$ cat config.mk
export PLATFORM = sky130hd
export DESIGN_NAME = asymmetric_level_debounce_top
export DESIGN_NICKNAME = d
export VERILOG_FILES = /design/src/hdl/ald_pkg.sv /design/src/hdl/ald_in_stage.sv /design/src/hdl/ald_core.sv /design/src/hdl/asymmetric_level_debounce_top.sv
export SDC_FILE = /design/constraint.sdc
export NUM_CORES = 1
export LEC_CHECK = 0
export ABC_AREA = 1
export BUFFER_PORTS_ARGS = -buffer_cell sky130_fd_sc_hd__buf_2
export CORE_UTILIZATION = 57
export CTS_BUF_LIST = sky130_fd_sc_hd__clkbuf_8
export DETAILED_ROUTE_END_ITERATION = 10
export PLACE_DENSITY = 0.8
export SLEW_MARGIN = 30
export SYNTH_ARGS = -nofsm -noshare
export SYNTH_HDL_FRONTEND = slang
export SYNTH_HIERARCHICAL = 1
export SYNTH_SLANG_ARGS = --single-unit
$ cat constraint.sdc
create_clock -name clk -period 3.3 [get_ports clk]
set_input_delay 0.33 -clock clk [delete_from_list [all_inputs] [get_ports clk]]
set_output_delay 0.33 -clock clk [all_outputs]
set_load 0.005 [all_outputs]
$ cat src/hdl/ald_pkg.sv
`timescale 1ns / 1ps
// ----------------------------------------------------------------------------
// ald_pkg
// Shared types and constants of the asymmetric level debounce block.
// ----------------------------------------------------------------------------
package ald_pkg;

  localparam int LEVELS     = 3;
  localparam int LEVEL_W    = 2;
  localparam int TIME_W     = 32;
  localparam int COUNT_W    = 16;
  localparam int CFG_W      = 16;
  localparam int CFG_IDX_W  = 1;

  localparam logic [LEVEL_W-1:0] TOP_LEVEL = LEVEL_W'(LEVELS - 1);

  localparam logic [CFG_W-1:0] DROP_FRAMES_RST = CFG_W'(3);
  localparam logic [CFG_W-1:0] DROP_HOLD_RST   = CFG_W'(200);

  typedef enum logic [CFG_IDX_W-1:0] {
    CFG_DROP_FRAMES = 1'b0,
    CFG_DROP_HOLD   = 1'b1
  } cfg_idx_t;

  typedef struct packed {
    logic [LEVEL_W-1:0] raw_level;
    logic [TIME_W-1:0]  now_ms;
  } item_t;

endpackage

$ cat src/hdl/ald_in_stage.sv
`timescale 1ns / 1ps
// ----------------------------------------------------------------------------
// ald_in_stage
// Input register: captures one word and holds it until the core takes it.
// ----------------------------------------------------------------------------
module ald_in_stage
  import ald_pkg::*;
(
  input  logic               clk,
  input  logic               rst_n,
  input  logic               in_valid,
  output logic               in_stall,
  input  logic [LEVEL_W-1:0] in_raw_level,
  input  logic [TIME_W-1:0]  in_now_ms,
  input  logic               advance,
  output logic               item_valid,
  output item_t              item
);

  logic  valid_r, valid_nxt;
  item_t item_r, item_nxt;
  logic  load;

  assign in_stall = valid_r && !advance;
  assign load     = in_valid && !in_stall;

  always_comb begin
    valid_nxt = valid_r;
    item_nxt  = item_r;
    if (load) begin
      valid_nxt          = 1'b1;
      item_nxt.raw_level = in_raw_level;
      item_nxt.now_ms    = in_now_ms;
    end else if (advance) begin
      valid_nxt = 1'b0;
    end
  end

  always_ff @(posedge clk) begin
    if (!rst_n) begin
      valid_r <= 1'b0;
    end else begin
      valid_r <= valid_nxt;
    end
  end

  always_ff @(posedge clk) begin
    item_r <= item_nxt;
  end

  assign item_valid = valid_r;
  assign item       = item_r;

endmodule

$ cat src/hdl/ald_core.sv
`timescale 1ns / 1ps
// ----------------------------------------------------------------------------
// ald_core
// Debounce state, configuration registers and the single-step update.
// ----------------------------------------------------------------------------
module ald_core
  import ald_pkg::*;
(
  input  logic                 clk,
  input  logic                 rst_n,
  input  logic                 cfg_we,
  input  logic [CFG_IDX_W-1:0] cfg_index,
  input  logic [CFG_W-1:0]     cfg_wdata,
  input  logic                 step,
  input  item_t                item,
  output logic [LEVEL_W-1:0]   level_nxt
);

  logic [CFG_W-1:0]   drop_frames_r, drop_frames_nxt;
  logic [CFG_W-1:0]   drop_hold_r, drop_hold_nxt;
  logic [LEVEL_W-1:0] cur_level_r, cur_level_nxt;
  logic [LEVEL_W-1:0] cand_level_r, cand_level_nxt;
  logic [COUNT_W-1:0] cand_count_r, cand_count_nxt;
  logic [TIME_W-1:0]  cand_since_r, cand_since_nxt;

  logic [LEVEL_W-1:0] raw;
  logic [COUNT_W-1:0] count_inc;
  logic [TIME_W-1:0]  elapsed;
  logic               frames_ok;
  logic               time_ok;

  always_comb begin
    drop_frames_nxt = drop_frames_r;
    drop_hold_nxt   = drop_hold_r;
    if (cfg_we) begin
      unique case (cfg_idx_t'(cfg_index))
        CFG_DROP_FRAMES: drop_frames_nxt = cfg_wdata;
        CFG_DROP_HOLD:   drop_hold_nxt   = cfg_wdata;
        default: ;
      endcase
    end
  end

  assign raw       = (item.raw_level > TOP_LEVEL) ? TOP_LEVEL : item.raw_level;
  assign count_inc = (&cand_count_r) ? cand_count_r : cand_count_r + COUNT_W'(1);
  assign elapsed   = item.now_ms - cand_since_r;
  assign frames_ok = COUNT_W'(count_inc) >= COUNT_W'(drop_frames_r);
  assign time_ok   = (item.now_ms < cand_since_r) ? (drop_hold_r == '0)
                                                  : (elapsed >= TIME_W'(drop_hold_r));

  always_comb begin
    cur_level_nxt  = cur_level_r;
    cand_level_nxt = cand_level_r;
    cand_count_nxt = cand_count_r;
    cand_since_nxt = cand_since_r;
    if (step) begin
      priority if (raw > cur_level_r) begin
        cur_level_nxt  = raw;
        cand_level_nxt = raw;
        cand_count_nxt = '0;
        cand_since_nxt = item.now_ms;
      end else if (raw == cur_level_r) begin
        cand_level_nxt = cur_level_r;
        cand_count_nxt = '0;
        cand_since_nxt = item.now_ms;
      end else if (raw != cand_level_r) begin
        cand_level_nxt = raw;
        cand_count_nxt = COUNT_W'(1);
        cand_since_nxt = item.now_ms;
      end else if (frames_ok && time_ok) begin
        cur_level_nxt  = cand_level_r;
        cand_count_nxt = '0;
        cand_since_nxt = item.now_ms;
      end else begin
        cand_count_nxt = count_inc;
      end
    end
  end

  always_ff @(posedge clk) begin
    if (!rst_n) begin
      drop_frames_r <= DROP_FRAMES_RST;
      drop_hold_r   <= DROP_HOLD_RST;
      cur_level_r   <= TOP_LEVEL;
      cand_level_r  <= TOP_LEVEL;
      cand_count_r  <= '0;
      cand_since_r  <= '0;
    end else begin
      drop_frames_r <= drop_frames_nxt;
      drop_hold_r   <= drop_hold_nxt;
      cur_level_r   <= cur_level_nxt;
      cand_level_r  <= cand_level_nxt;
      cand_count_r  <= cand_count_nxt;
      cand_since_r  <= cand_since_nxt;
    end
  end

  assign level_nxt = cur_level_nxt;

endmodule

$ cat src/hdl/asymmetric_level_debounce_top.sv
`timescale 1ns / 1ps
// ----------------------------------------------------------------------------
// asymmetric_level_debounce_top
// Registers: an accepted input word passes the input reg, then the result reg.
// Throughput: one word per cycle while out_stall is low; the state update is one
// compare-and-update step between the input register and the result register.
// Reset: synchronous; held and candidate level go to top, count and time to
// zero, the frame threshold to 3 and the hold time to 200 ms.
// ----------------------------------------------------------------------------
module asymmetric_level_debounce_top
  import ald_pkg::*;
(
  input  logic                 clk,
  input  logic                 rst_n,
  input  logic                 cfg_we,
  input  logic [CFG_IDX_W-1:0] cfg_index,
  input  logic [CFG_W-1:0]     cfg_wdata,
  input  logic                 in_valid,
  output logic                 in_stall,
  input  logic [LEVEL_W-1:0]   in_raw_level,
  input  logic [TIME_W-1:0]    in_now_ms,
  output logic                 out_valid,
  input  logic                 out_stall,
  output logic [LEVEL_W-1:0]   out_held_level
);

  logic               item_valid;
  item_t              item;
  logic               advance;
  logic [LEVEL_W-1:0] level_nxt;
  logic               out_valid_r, out_valid_nxt;
  logic [LEVEL_W-1:0] out_level_r, out_level_nxt;

  assign advance = item_valid && (!out_valid_r || !out_stall);

  ald_in_stage u_in_stage (
    .clk          (clk),
    .rst_n        (rst_n),
    .in_valid     (in_valid),
    .in_stall     (in_stall),
    .in_raw_level (in_raw_level),
    .in_now_ms    (in_now_ms),
    .advance      (advance),
    .item_valid   (item_valid),
    .item         (item)
  );

  ald_core u_core (
    .clk       (clk),
    .rst_n     (rst_n),
    .cfg_we    (cfg_we),
    .cfg_index (cfg_index),
    .cfg_wdata (cfg_wdata),
    .step      (advance),
    .item      (item),
    .level_nxt (level_nxt)
  );

  always_comb begin
    out_valid_nxt = out_valid_r;
    out_level_nxt = out_level_r;
    if (advance) begin
      out_valid_nxt = 1'b1;
      out_level_nxt = level_nxt;
    end else if (!out_stall) begin
      out_valid_nxt = 1'b0;
    end
  end

  always_ff @(posedge clk) begin
    if (!rst_n) begin
      out_valid_r <= 1'b0;
    end else begin
      out_valid_r <= out_valid_nxt;
    end
  end

  always_ff @(posedge clk) begin
    out_level_r <= out_level_nxt;
  end

  assign out_valid      = out_valid_r;
  assign out_held_level = out_level_r;

endmodule

Word level (Yosys, flattened, before mapping)
Cells that the tools add are included.

storage, ports and cells
  register bits = 122
  latch bits = 0
  RAM bits = 0
  bits in read-only memories = 0
  input bits = 56
  logic and storage cells = 63
  memories kept = 0

operators by class
  $add $sub $neg = 2
  multiply operators = 0
  divide/modulo/power cells = 0
  magnitude comparators = 5
  eq/ne operators = 3
  shift-type cells = 0
  muxes and demuxes = 23
  bitwise logic cells = 1
  reduce and logical (&&, ||, !) cells = 18

operator list
  operator                                       number
  2-to-1 mux 32 bit                              4
  2-to-1 mux 16 bit                              5
  greater-or-equal comparator 32 x 16 -> 1 bit   1
  < comparator 32 bit                            1
  subtractor 32 bit                              1
  2-to-1 mux 2 bit                               9
  adder 16 x 1 -> 16 bit, second input constant  1
  greater-or-equal comparator 16 bit             1
  zero test 16 bit                               1
  AND reduction 16 bit                           1
  AND reduction 2 bit                            4
  2-to-1 mux 1 bit                               5
  logical AND 1 bit                              4
  zero test 1 bit                                4
  nonzero test 4 bit                             1
  nonzero test 3 bit                             1
  equality test 2 bit                            1
  > comparator 2 bit                             1
  > comparator 2 bit, second input constant      1
  != test 2 x 1 -> 1 bit, second input constant  1
  != test 2 bit                                  1
  nonzero test 2 bit                             1
  logical OR 1 bit                               1
  inverter 1 bit                                 1

Longest topological paths before layout
  depth in word-level cells = 9
  mapped depth = 27
  depth with buffers taken out = 27

Hierarchy
The synthesis kept the hierarchy.

by module, submodules not included
  module                         times used  cells each  area an instance (µm²)  sequential area each (µm²)
  ald_core                       1           1148        6942.9                  1681.6
  ald_in_stage                   1           42          1071.0                  1041.0
  asymmetric_level_debounce_top  1           8           105.1                   80.1

Worst setup path after synthesis
OpenSTA, ideal clock, no wires.

  path type = register -> register
  from = reg u_core.cand_count_r[3]
  to = reg u_core.cand_since_r[2]
  arrival = 3.097 ns
  data required time = 3.181 ns
  slack = 0.084 ns
  cell stages (with the launch flop) = 25
  clock period less this slack = 3.216 ns
  path through = dfxtp_1 > clkbuf_1 > inv_1 > nor3_1 > nand3_1 > nor4_1 > nor3_1 > nand2_1 > nor2_1 > xor2_1 > ha_1 > nand2_1 > nor2_1 > nand2_1 > o211ai_1 > nand2_1 > nand3_1 > nand2_1 > inv_1 > nand2_2 > nand2_4 > nand2_4 > buf_6 > o21ai_0 > a21oi_1

between the ends
  longest elaborated chain between the ends = 6

RTL lines
  what                                                            RTL line        RTL
  from (decl)                                                     ald_core.sv:23  logic [COUNT_W-1:0] cand_count_r, cand_count_nxt;
  from (signal assigned)                                          ald_core.sv:93  cand_count_r <= cand_count_nxt;
  adder 16 x 1 -> 16 bit or AND reduction 16 bit (tied branches)  ald_core.sv:45  assign count_inc = (&cand_count_r) ? cand_count_r : cand_count_r + COUNT_W'(1);
  2-to-1 mux 16 bit *                                             ald_core.sv:45
  greater-or-equal comparator 16 bit *                            ald_core.sv:47  assign frames_ok = COUNT_W'(count_inc) >= COUNT_W'(drop_frames_r);
  logical AND 1 bit *                                             ald_core.sv:70  end else if (frames_ok && time_ok) begin
  nonzero test 4 bit (no line) *                                  --
  AND reduction 2 bit (no line) *                                 --
  to (signal assigned)                                            ald_core.sv:94  cand_since_r <= cand_since_nxt;
  to (decl)                                                       ald_core.sv:24  logic [TIME_W-1:0] cand_since_r, cand_since_nxt;

Every way passes the cells marked *; elsewhere a longest branch is shown, timed or not.
A chain may end at the register's enable or synchronous reset.

Worst setup path in the final report
  from = reg u_in_stage.item_r, in the netlist u_in_stage/item[8]
  to = reg u_core.cand_since_r[29]

between the ends
  longest elaborated chain between the ends = 6

RTL lines
  what                                          RTL line            RTL
  from (decl)                                   ald_in_stage.sv:21  item_t item_r, item_nxt;
  from (signal assigned)                        ald_in_stage.sv:48  item_r <= item_nxt;
  subtractor 32 bit                             ald_core.sv:46      assign elapsed = item.now_ms - cand_since_r;
  greater-or-equal comparator 32 x 16 -> 1 bit  ald_core.sv:49      : (elapsed >= TIME_W'(drop_hold_r));
  2-to-1 mux 1 bit *                            ald_core.sv:48      assign time_ok = (item.now_ms < cand_since_r) ? (drop_hold_r == '0)
  logical AND 1 bit *                           ald_core.sv:70
  nonzero test 4 bit (no line) *                --
  AND reduction 2 bit (no line) *               --

Marked as above.

==> impl_metrics.toml <==
[detailed_routing]
first_iter_violations = 720
wl_um = 22030
ant_nets = 0
vias = 8277
wire_per_inst_um = 14.23
drc = 0
dr.pass1.iters = 5
vias_per_cell = 5.347

[timing]
slew_headroom = 0.5033
setup_ws_ps = -311.2
fmaxAchievable_ghz = 0.2769
period_share = 1.094
finalCriticalPeriod_ps = 3611
worst-slew-pin-transition_ps = 743.3
finClkSkew_ps = 12.83
setup_viol = 52
finalHoldViolCount = 0
rsz0062_at_grt = "true"
slew_viol_final = 0

[cells_and_area]
fin_util = 0.7463
area_growth_pct = 27.59
final_nets = 1479
drive_above_1_share = 0.2412
final_area_mm2 = 0.01036
antenna_cells = 0

[synth]
ys_types = 42
synth.cell_area_mm2 = 0.008119
synth_nets = 1322
synth_cells = 1198
ys_seq_area_frac = 0.3452
yosys_warnings = 6
syn_area_per_cell_um2 = 6.777
ys.flop_type = "dfxtp_1"
ys_seq_elements = 122
synth-edff-count = 36
async_flop_share = 0
synthTopCellsByArea = "dfxtp_1 21%, nand2_1 16%, edfxtp_1 13%"
synth_top_cell_area_share = 0.2121
yosys.area.top_type = "dfxtp_1"

[power]
power_density_mw_per_mm2 = 437.0
p_sw_frac = 0.3591
p_int_uw = 2901
pwr-share-comb = 0.387
p_sw_uw = 1625
power.total_uw = 4527
leakagePower_uw = 0.005098
ir_drop_v = 0.0005117
pwr-share-seq = 0.376
p_clk_frac = 0.237

[die]
core.rowCount = 43
dieWidth_um = 121.3
die_area_mm2 = 0.01472
core_area_mm2 = 0.01388
die_height_um = 121.3
start_util = 0.5849
num_io_pins = 60

[job]
cap_violations = 0

[clocking]
cts_tree = "built"
clock_sinks = 122
clkLatencyLatePin_ps = 460
htreeDepth = 4
ctsRootBufferMaster = "clkbuf_8"
clk_pin_slew_ps = 70
clockBufferDepth = 2
hold_buffers = 0
cts_buffers = 17

[global_routing]
grt_max_degree = 48
track_usage = 0.2855
grt_pass1_vias = 7494
overflow = 0
antenna_found_initial = 0
grt_pass1_wl_um = 32870

[status]
violations = "setup timing"
outcome = "finished, violations left"

[placed_design]
hpwl_um = 14300
io_buffers = 59
gp_congestion = 0.9305
placed_area_mm2 = 0.009067
preCtsSetupSlack_ps = -328.7

[critical_path]
crit_type = "reg -> reg"
critPathMaxFanout = 7
worstPathArrival_ps = 3990
start_kind = "flip-flop"
critPathLaunch = "u_in_stage/item[8]"
cp.required_ps = 3680
r2r_start = "u_in_stage/item[8]"
critPathCaptureType = "flip-flop"

[worst_hold_path]
hp-class = "in -> reg"
holdCritStartpoint = "in_now_ms[1]"
final timing paths:
kind                                   to  slack, ps  cells past startpoint
setup / recovery  u_core/cand_since_r[29]       -310                     24
setup reg to reg  u_core/cand_since_r[29]       -310                     24
hold reg to reg   u_core/cand_since_r[25]        460                      2
hold / removal         u_in_stage/item[1]         40                      1
power by group through the flow:
stage	sequential [µW]	clock, µW	combinational, µW
2_1_floorplan	1710	0	934
3_3_place_gp	1720	0	1310
3_5_place_dp	1730	0	1340
4_1_cts	1700	1090	1520
5_1_grt	1710	1160	1940
6_report	1700	1070	1750
Yosys cell counts, types with 4 or more instances:
| cell type | instances |
|---|---|
| clkinv_1 | 4 |
| nand2_2 | 8 |
| buf_6 | 4 |
| a21oi_1 | 114 |
| xor2_1 | 21 |
| inv_1 | 232 |
| o21ai_1 | 8 |
| clkbuf_1 | 16 |
| nor2_1 | 80 |
| nand2_1 | 336 |
| nand4_1 | 13 |
| nor3_1 | 9 |
| o211ai_1 | 7 |
| dfxtp_1 | 86 |
| nor4_1 | 6 |
| nand3_2 | 4 |
| nand3_1 | 51 |
| edfxtp_1 | 36 |
| ha_1 | 67 |
| o21ai_0 | 61 |
| inv_2 | 5 |
layer usage:
metal	routed length, µm	vias to the layer above	global-route usage
met4	749	0	0.1049
met5	0	-	0
met2	10730	326	0.4982
met3	1414	76	0.06344
met1	9139	3775	0.3403
li1	-	4100	-
area by class of cell:
type | instances | area, µm²
Tap cell | 180 | 225.2
Clock inverter | 14 | 58.81
Timing Repair Buffer | 161 | 1220
Inverter | 241 | 912.1
Clock buffer | 18 | 247.7
Sequential cell | 122 | 2811
Fill cell | 1023 | 3522
Multi-Input combinational cell | 812 | 4883
critical path: stages (launching register included):
cell and delay (ps):
edfxtp_1 430, ha_4 370, nand2_8 90, inv_6 70
nand2_4 50, nor3_4 230, nand2_1 140, nand2_2 120
xor2_2 160, ha_1 270, nand2_1 90, inv_2 50
nor3_4 180, a21oi_2 80, nor2_2 120, nand3_1 90
nor2_1 120, nand3_2 110, nand2_2 110, nand2_4 90
nand2_8 100, buf_12 120, buf_4 140, o21ai_1 70
a21oi_1 140
repair_timing:
item / CTS / global route
resized for setup: 60 / 111
buffers inserted: 17 / 15
pin swaps: 2 / 31
gates cloned: 3 / 1
endpoints found under the setup margin: 52 / 52
cell usage in the layout, fill, tap and decap left out, drive strengths merged, types with 9 or more instances in the layout:
cell    count
nor2       84
edfxtp     36
nor3       10
a21oi     115
buf       160
inv       246
ha         67
o21ai      69
clkbuf     19
nand4      13
clkinv      9
dfxtp      86
nand2     347
xor2       21
nand3      55
state kept, by name (all words and copies together) (netlist names):
register               cells
u_core/cand_since_r       32
u_core/drop_hold_r        16
u_core/cur_level_r         2
u_core/cand_level_r        2
u_in_stage/item           34
u_core/drop_frames_r      16
u_core/cand_count_r       16
out_valid                  1
out_held_level             2
u_in_stage/item_valid      1
stage by stage:
stage	instances	TNS [ps]	hold slack [ps]
floorplan	1198	0	428.9
global placement	1481	-8743	443.6
detailed placement	1481	-12930	450.4
CTS	1533	-4534	23.04
global route	1548	-25310	15.33
finish	1548	-12530	44.11
cells by family after synthesis:
kind of cell,share of synthesized area
simple gates,0.2711
buf+inv,0.1262
compound gates,0.1270
flops,0.3452
fa+ha+maj,0.1057
xor+xnor,0.02481
Note: power is estimated with default switching activity, not from simulation.
